File: config.mk
export PLATFORM = sky130hd
export DESIGN_NAME = radio_power_sequencer
export DESIGN_NICKNAME = d
export VERILOG_FILES = /design/src/rps_pkg.sv /design/src/radio_power_sequencer.sv
export SDC_FILE = /design/constraint.sdc
export NUM_CORES = 1
export LEC_CHECK = 0
export BUFFER_PORTS_ARGS = -buffer_cell sky130_fd_sc_hd__buf_2
export CORE_MARGIN = 3
export CORE_UTILIZATION = 40
export CTS_CLUSTER_SIZE = 8
export DETAILED_ROUTE_END_ITERATION = 16
export SYNTH_ARGS = -nofsm -noshare
export SYNTH_HDL_FRONTEND = slang
export SYNTH_SLANG_ARGS = --single-unit
File: constraint.sdc
create_clock -name clk_i -period 7.9 [get_ports clk_i]
set_input_delay 1.58 -clock clk_i [delete_from_list [all_inputs] [get_ports clk_i]]
set_output_delay 1.58 -clock clk_i [all_outputs]
set_load 0.005 [all_outputs]
File: src/rps_pkg.sv
// ----------------------------------------------------------------------------
// rps_pkg
// Shared types and constants for the radio power sequencer: mode, lock phase
// and IR button codes, register map and fixed timer thresholds.
// ----------------------------------------------------------------------------
package rps_pkg;

  // Operating modes
  typedef enum logic [2:0] {
    MODE_OFF  = 3'd0,
    MODE_BOOT = 3'd1,
    MODE_ON   = 3'd2,
    MODE_WAIT = 3'd3,
    MODE_SHUT = 3'd4
  } mode_e;

  // Lock sub-phase while waiting for shutdown
  typedef enum logic [1:0] {
    PH_CONTACT_OFF   = 2'd0,
    PH_LOCK_INACTIVE = 2'd1,
    PH_LOCK_ACTIVE   = 2'd2
  } phase_e;

  // IR button requests
  typedef enum logic [2:0] {
    IR_NONE     = 3'd0,
    IR_POWER    = 3'd1,
    IR_VOL_UP   = 3'd2,
    IR_VOL_DOWN = 3'd3,
    IR_REPEAT   = 3'd4
  } ir_e;

  // Register indexes (word address paddr[3:2])
  typedef enum logic [1:0] {
    REG_BLINK_WINDOW = 2'd0,
    REG_BOOT_TIMEOUT = 2'd1,
    REG_WAIT_TIMEOUT = 2'd2,
    REG_UNUSED       = 2'd3
  } reg_e;

  // Register reset values
  localparam logic [7:0]  BLINK_WINDOW_RST = 8'd15;
  localparam logic [15:0] BOOT_TIMEOUT_RST = 16'd2160;
  localparam logic [15:0] WAIT_TIMEOUT_RST = 16'd1440;

  // Turn-signal age counter
  localparam int unsigned AGE_BITS = 16;
  localparam logic [AGE_BITS-1:0] AGE_MAX = '1;

  // Boot timing thresholds
  localparam int unsigned BOOT_POWER_T   = 39;
  localparam int unsigned BOOT_EARLY_T   = 200;
  localparam int unsigned BOOT_VOL_END_T = 237;
  localparam int unsigned BOOT_HOLD_T    = 238;
  localparam int unsigned BOOT_PRESET_T  = 51;

  // Shutdown timing thresholds
  localparam int unsigned SHUT_WAKE_ON_T = 80;
  localparam int unsigned SHUT_POWER_T   = 82;
  localparam int unsigned SHUT_REPEAT_T  = 83;
  localparam int unsigned SHUT_HOLD_T    = 110;
  localparam int unsigned SHUT_END_T     = 130;

endpackage

File: src/radio_power_sequencer.sv
// ----------------------------------------------------------------------------
// radio_power_sequencer
// Power sequencing for a car radio: a five-mode machine driven one tick per
// input word, reporting LED/relay levels, the mode and an IR button request.
// ----------------------------------------------------------------------------
//  channel  | handshake                  | payload
//  ---------+----------------------------+---------------------------------
//  tick in  | in_valid_i / in_ready_o    | accessory_on_i lock_on_i blinker_on_i
//  result   | out_valid_o / out_ready_i  | led_red_o led_grn_o
//           |                            | accessory_relay_o ir_command_o mode_now_o
//  config   | psel penable pwrite pready | paddr pwdata prdata
//
//  One tick word per cycle while the result slot is empty or being drained:
//  the whole step is computed from the state registers in the accepting
//  cycle, and the result word is valid the cycle after the tick is accepted.
//  The result register is the only stage, so a stalled result holds the input
//  only when it is full and not being taken.
//  Reset (rst_ni low, asynchronous) puts the machine in off mode, clears the
//  mode timer, sets the blink age to its maximum and loads register defaults.
// ----------------------------------------------------------------------------
module radio_power_sequencer
  import rps_pkg::*;
#(
  parameter int unsigned TIMER_BITS = 16
) (
  input  logic        clk_i,
  input  logic        rst_ni,
  // tick input
  input  logic        in_valid_i,
  output logic        in_ready_o,
  input  logic        accessory_on_i,
  input  logic        lock_on_i,
  input  logic        blinker_on_i,
  // result output
  output logic        out_valid_o,
  input  logic        out_ready_i,
  output logic        led_red_o,
  output logic        led_grn_o,
  output logic        accessory_relay_o,
  output logic [2:0]  ir_command_o,
  output logic [2:0]  mode_now_o,
  // configuration
  input  logic        psel,
  input  logic        penable,
  input  logic        pwrite,
  input  logic [3:0]  paddr,
  input  logic [31:0] pwdata,
  output logic [31:0] prdata,
  output logic        pready
);

  localparam int unsigned CmpW = (TIMER_BITS > 16) ? TIMER_BITS : 16;
  localparam logic [TIMER_BITS-1:0] TimerMax = '1;

  // Registers
  logic [7:0]            blink_window_q;
  logic [15:0]           boot_timeout_q;
  logic [15:0]           wait_timeout_q;
  mode_e                 mode_q, mode_d;
  phase_e                phase_q, phase_d;
  logic [TIMER_BITS-1:0] ticks_q, ticks_d;
  logic [AGE_BITS-1:0]   age_q, age_d;
  logic                  out_valid_q;
  logic                  led_red_q, led_grn_q, relay_q;
  ir_e                   ir_q;
  mode_e                 mode_now_q;

  // Combinational step signals
  logic                  in_fire;
  logic                  cfg_wr;
  reg_e                  cfg_idx;
  logic                  recent;
  logic [CmpW-1:0]       t_wide;
  logic [TIMER_BITS-1:0] t;
  logic [TIMER_BITS-1:0] ticks_set;
  logic                  red, green, relay;
  ir_e                   ir;
  logic                  wake;

  // Handshake: take a tick when the result slot is empty or being drained
  assign in_ready_o = !out_valid_q || out_ready_i;
  assign in_fire    = in_valid_i && in_ready_o;

  // Configuration port
  assign pready  = 1'b1;
  assign cfg_idx = reg_e'(paddr[3:2]);
  assign cfg_wr  = psel && penable && pwrite && pready;

  always_ff @(posedge clk_i or negedge rst_ni) begin
    if (!rst_ni) begin
      blink_window_q <= BLINK_WINDOW_RST;
      boot_timeout_q <= BOOT_TIMEOUT_RST;
      wait_timeout_q <= WAIT_TIMEOUT_RST;
    end else if (cfg_wr) begin
      unique case (cfg_idx)
        REG_BLINK_WINDOW: blink_window_q <= pwdata[7:0];
        REG_BOOT_TIMEOUT: boot_timeout_q <= pwdata[15:0];
        REG_WAIT_TIMEOUT: wait_timeout_q <= pwdata[15:0];
        default: ;
      endcase
    end
  end

  // Read back the addressed register
  always_comb begin
    unique case (cfg_idx)
      REG_BLINK_WINDOW: prdata = {24'd0, blink_window_q};
      REG_BOOT_TIMEOUT: prdata = {16'd0, boot_timeout_q};
      REG_WAIT_TIMEOUT: prdata = {16'd0, wait_timeout_q};
      default:          prdata = 32'd0;
    endcase
  end

  // Step the mode machine for one tick
  assign t      = ticks_q;
  assign t_wide = CmpW'(ticks_q);
  assign recent = age_q < AGE_BITS'(blink_window_q);
  assign wake   = accessory_on_i || (!lock_on_i && recent);

  always_comb begin
    mode_d    = mode_q;
    phase_d   = phase_q;
    ticks_set = ticks_q;
    ir        = IR_NONE;
    red       = 1'b1;
    green     = 1'b1;
    relay     = 1'b0;
    unique case (mode_q)
      MODE_BOOT: begin
        red   = 1'b1;
        green = 1'b0;
        relay = 1'b1;
        if (lock_on_i && recent) begin
          if (t < TIMER_BITS'(BOOT_POWER_T)) begin
            mode_d    = MODE_OFF;
            ticks_set = '0;
          end else if (t < TIMER_BITS'(BOOT_EARLY_T)) begin
            mode_d    = MODE_SHUT;
            ticks_set = TIMER_BITS'(BOOT_PRESET_T);
          end else begin
            mode_d    = MODE_SHUT;
            ticks_set = '0;
          end
        end else if (t == TIMER_BITS'(BOOT_POWER_T)) begin
          ir = IR_POWER;
        end else if (t > TIMER_BITS'(BOOT_EARLY_T)) begin
          if (t <= TIMER_BITS'(BOOT_VOL_END_T)) begin
            if (t[0]) begin
              ir = IR_VOL_UP;
            end
          end else if (blinker_on_i) begin
            // postpone the timeout while the turn signal is lit
            ticks_set = TIMER_BITS'(BOOT_HOLD_T);
          end else if (accessory_on_i) begin
            mode_d    = MODE_ON;
            ticks_set = '0;
          end else if (t_wide > CmpW'(boot_timeout_q)) begin
            mode_d    = MODE_SHUT;
            ticks_set = '0;
          end
        end
      end
      MODE_ON: begin
        red   = 1'b0;
        green = 1'b0;
        relay = 1'b1;
        if (!accessory_on_i) begin
          phase_d   = PH_CONTACT_OFF;
          mode_d    = MODE_WAIT;
          ticks_set = '0;
        end
      end
      MODE_WAIT: begin
        red   = 1'b0;
        green = 1'b1;
        relay = 1'b1;
        // advance the lock sub-phase before deciding on shutdown
        if (phase_q == PH_CONTACT_OFF) begin
          if (!lock_on_i) begin
            phase_d = PH_LOCK_INACTIVE;
          end
        end else if (phase_q == PH_LOCK_INACTIVE) begin
          if (lock_on_i && recent) begin
            phase_d = PH_LOCK_ACTIVE;
          end
        end
        if (accessory_on_i) begin
          mode_d    = MODE_ON;
          ticks_set = '0;
        end else if (t_wide > CmpW'(wait_timeout_q) || phase_d == PH_LOCK_ACTIVE) begin
          mode_d    = MODE_SHUT;
          ticks_set = '0;
        end
      end
      MODE_SHUT: begin
        red   = 1'b0;
        green = 1'b1;
        relay = 1'b1;
        if (wake) begin
          if (t <= TIMER_BITS'(SHUT_WAKE_ON_T)) begin
            mode_d    = MODE_ON;
            ticks_set = '0;
          end else if (t <= TIMER_BITS'(SHUT_HOLD_T)) begin
            // hold: radio is mid power-off
          end else if (t <= TIMER_BITS'(SHUT_END_T)) begin
            mode_d    = MODE_BOOT;
            ticks_set = '0;
          end
        end else if (t > TIMER_BITS'(SHUT_END_T)) begin
          mode_d    = MODE_OFF;
          ticks_set = '0;
        end else if (t >= TIMER_BITS'(SHUT_HOLD_T)) begin
          // hold: nothing to send
        end else if (t >= TIMER_BITS'(SHUT_REPEAT_T)) begin
          ir = IR_REPEAT;
        end else if (t == TIMER_BITS'(SHUT_POWER_T)) begin
          ir = IR_POWER;
        end else if (t < TIMER_BITS'(SHUT_WAKE_ON_T) && t[0]) begin
          ir = IR_VOL_DOWN;
        end
      end
      default: begin
        // off, and any unused mode code
        red   = 1'b1;
        green = 1'b1;
        relay = 1'b0;
        if (accessory_on_i || (recent && !lock_on_i)) begin
          mode_d    = MODE_BOOT;
          ticks_set = '0;
        end
      end
    endcase

    // Advance the saturating counters
    ticks_d = (ticks_set == TimerMax) ? ticks_set : ticks_set + 1'b1;
    if (blinker_on_i) begin
      age_d = '0;
    end else if (age_q != AGE_MAX) begin
      age_d = age_q + 1'b1;
    end else begin
      age_d = age_q;
    end
  end

  // State registers, updated once per accepted tick
  always_ff @(posedge clk_i or negedge rst_ni) begin
    if (!rst_ni) begin
      mode_q  <= MODE_OFF;
      phase_q <= PH_CONTACT_OFF;
      ticks_q <= '0;
      age_q   <= AGE_MAX;
    end else if (in_fire) begin
      mode_q  <= mode_d;
      phase_q <= phase_d;
      ticks_q <= ticks_d;
      age_q   <= age_d;
    end
  end

  // Result register: valid flag
  always_ff @(posedge clk_i or negedge rst_ni) begin
    if (!rst_ni) begin
      out_valid_q <= 1'b0;
    end else if (in_fire) begin
      out_valid_q <= 1'b1;
    end else if (out_ready_i) begin
      out_valid_q <= 1'b0;
    end
  end

  // Result register: payload
  always_ff @(posedge clk_i) begin
    if (in_fire) begin
      led_red_q   <= red;
      led_grn_q   <= green;
      relay_q     <= relay;
      ir_q        <= ir;
      mode_now_q  <= mode_q;
    end
  end

  assign out_valid_o       = out_valid_q;
  assign led_red_o         = led_red_q;
  assign led_grn_o         = led_grn_q;
  assign accessory_relay_o = relay_q;
  assign ir_command_o      = ir_q;
  assign mode_now_o        = mode_now_q;

  // Assertions

  // hold all sequencing state when no tick is taken
  a_state_hold : assert property (@(posedge clk_i) disable iff (!rst_ni)
    !in_fire |=> $stable(mode_q) && $stable(ticks_q) && $stable(age_q)
                 && $stable(phase_q))
    else $error("sequencer state moved without an accepted tick");

  // a mode change restarts the timer, from zero or from the boot preset
  a_mode_timer : assert property (@(posedge clk_i) disable iff (!rst_ni)
    in_fire && (mode_d != mode_q) |=>
      (ticks_q == TIMER_BITS'(1)) || (ticks_q == TIMER_BITS'(BOOT_PRESET_T + 1)))
    else $error("timer not restarted on mode change");

  // the relay is released only in off mode
  a_relay_off : assert property (@(posedge clk_i) disable iff (!rst_ni)
    out_valid_o && !accessory_relay_o |-> mode_now_o == MODE_OFF)
    else $error("relay released outside off mode");

  // IR requests come only from boot or shutdown
  a_ir_mode : assert property (@(posedge clk_i) disable iff (!rst_ni)
    out_valid_o && ir_command_o != IR_NONE |->
      mode_now_o == MODE_BOOT || mode_now_o == MODE_SHUT)
    else $error("IR request in a mode that sends none");

  // a lit turn signal clears the blink age
  a_blink_clear : assert property (@(posedge clk_i) disable iff (!rst_ni)
    in_fire && blinker_on_i |=> age_q == '0)
    else $error("blink age not cleared");

endmodule
==> flow_summary.toml <==
[routing]
met1_length_um = 7660
drt_pass1_iterations = 6
vias = 5562
wl_met3_um = 891
drc = 0
routed_wl_um = 16800
routedWlPerCell_um = 17.0
wl_met2_um = 7990
ant_nets = 0
highest_layer = "met4"
via_per_inst = 5.64
drt_iter0_drc = 392

[power]
power.total_uw = 2040
peakVddDrop_v = 0.000127
power.density_nw_per_um2 = 292
p_leak_uw = 0.00300

[timing]
finClkSkew_ps = 14.9
holdWs_ps = 509
grt_setup_unrepaired = "false"
min_period_over_period_pct = 56.8
period_minus_slack_ps = 4480
maxSlewHeadroom_pct = 31.6
setup_viol = 0
setup_tns_ps = 0
hold_viol_final = 0
final_max_slew_viol_count = 0
tightest_slew_ps = 1030
timing.fmax_ghz = 0.223

[synthesis]
ys_ff_latch = 87
ys.flop_type = "dfrtp_1"
synthArstFlopShare_pct = 89.7
synthDistinctLibCells = 83
ys_warn_count = 0
ys_seq_area_share_pct = 35.7
synth_top_area_share_pct = 19.8
syn_inst = 735
avgSynthCellArea_um2 = 8.61
netlist_area_um2 = 6330
yosys-top-cells-area = "dfrtp_1 (20%), dfstp_2 (12%), ha_1 (8.3%)"
yosysTopAreaCell = "dfrtp_1"
synth-edff-count = 9

[cells_and_area]
final_cell_mix = "nand2_1 (93), o21ai_0 (74), buf_2 (53), inv_1 (51)"
fillCellCount = 1561
areaGrowthSynthToFinish_pct = 10.7
insertedDiodeCount = 0
postLayoutCoreUtil_pct = 45.7
drive_above_1_share_pct = 18.3
final_common_cell = "nand2_1"
fin_nets = 858
register_area_um2 = 2260
multi_input_area_um2 = 3660

[grt]
grt_usage_pct = 19.8
grt_max_degree = 79
grt_pass1_wl_um = 28200
grt_pass1_vias = 5468
grt_remaining_overflow = 0
antenna_found_initial = 0

[clock_tree]
post_cts_resized = 0
holdBufCountCts = 0
clock-sinks = 87
cts_buffer_depth = 2
cts_tree = "yes"
postCtsSetupBuffers = 0
path_clk_slew_ps = 60
cts_buffers = 9
clk-insertion-delay-late_ps = 360
htree_levels = 3
cts-root-buf = "clkbuf_16"

[placement]
place_hpwl_um = 12500
port_buffers = 54
gp_congestion = 0.919

[setup_path]
path_class = "input pin to flip-flop"
end_kind = "flip-flop"
critPathMaxFanout = 11
cp.required_ps = 8180
critPathLaunchType = "input pin"
arrival_ps = 4770

[job]
cap_violations = 0

[die]
core_area_um2 = 15300
rows = 45
start_util_pct = 41.3
die_x_um = 132
boundaryPins = 90
die_y_um = 132
dieArea_um2 = 17400

[status]
status = "complete, no violations"

[min_path]
min_path_type = "flip-flop to flip-flop"
[metrics by stage]
step	cell area, um2	cells	setup slack [ps]
floorplan	6380	750	3750
global placement	6670	970	3150
detailed placement	6670	970	3110
CTS	7000	986	3450
global route	7000	986	3110
finish	7000	986	3420
[cells by family after synthesis]
kind of cell / after synthesis / synth area share [%]
buf+inv: 99 / 7.46
mux: 23 / 3.86
compound gates: 205 / 22.0
simple gates: 264 / 20.8
fa+ha+maj: 42 / 8.31
other cells: 2 / 0.119
flops: 87 / 35.7
xor+xnor: 13 / 1.80
[area by class of cell]
class / instances / share of cell area (%)
clock buffers: 10 / 3.41
clock inverters: 6 / 1.29
inverters: 51 / 2.73
multi-input cells: 564 / 52.3
flip-flops and latches: 87 / 32.2
well taps: 211 / 3.77
repair buffers: 57 / 4.22
[critical path, cell delays in order]
cell and delay (ps):
buf_2 170, nand2b_1 110, nor2_1 80, a221oi_1 230, o31a_1 330, o211a_1 230
o21ai_0 140, nor2_1 200, o21bai_1 150, ha_1 280, and3_1 210, and3b_1 200
a21o_2 220, or4_1 530, nand3_1 90
[registers in the layout (all words and copies together), names as in the netlist, 2 cells and up]
register / flops
t: 16
wait_timeout_q: 16
phase_q: 2
boot_timeout_q: 16
age_q: 16
ir_command_o: 3
mode_q: 3
blink_window_q: 8
mode_now_o: 3
[cell usage after synthesis (all sizes together) (14+ instances only)]
library cell / count
o21ai: 79
inv: 51
nand4: 14
nand2: 95
dfstp: 28
dfrtp: 50
nor3: 15
a21oi: 34
nand3: 21
clkbuf: 22
ha: 42
nor2: 51
buf: 26
[path summary, 6_finish.rpt]
check,from,end,slack (ps),depth (start not counted)
worst max register to register,blink_window_q[2],t[1],3530,16
worst min register to register,age_q[6],age_q[6],510,2
min in group asynchronous,rst_ni,wait_timeout_q[1],1380,1
worst min-delay path,age_q[6],age_q[6],510,2
worst max-delay path,accessory_on_i,t[6],3420,15
max in group asynchronous,rst_ni,t[10],5830,1
[routing by layer]
layer | up-vias | global-route usage, %
met5 | - | 0
met4 | 0 | 7.23
met3 | 20 | 2.94
met2 | 171 | 32.1
met1 | 2687 | 27.0
li1 | 2684 | -
[power by group]
part           internal (uW)  switching, uW  leakage (uW)  total (uW)
clock network            287            190      0.000159         478
registers                567            148       0.00100         715
logic                    329            523       0.00183         851
No activity file was read; power rests on OpenSTA's default activity.
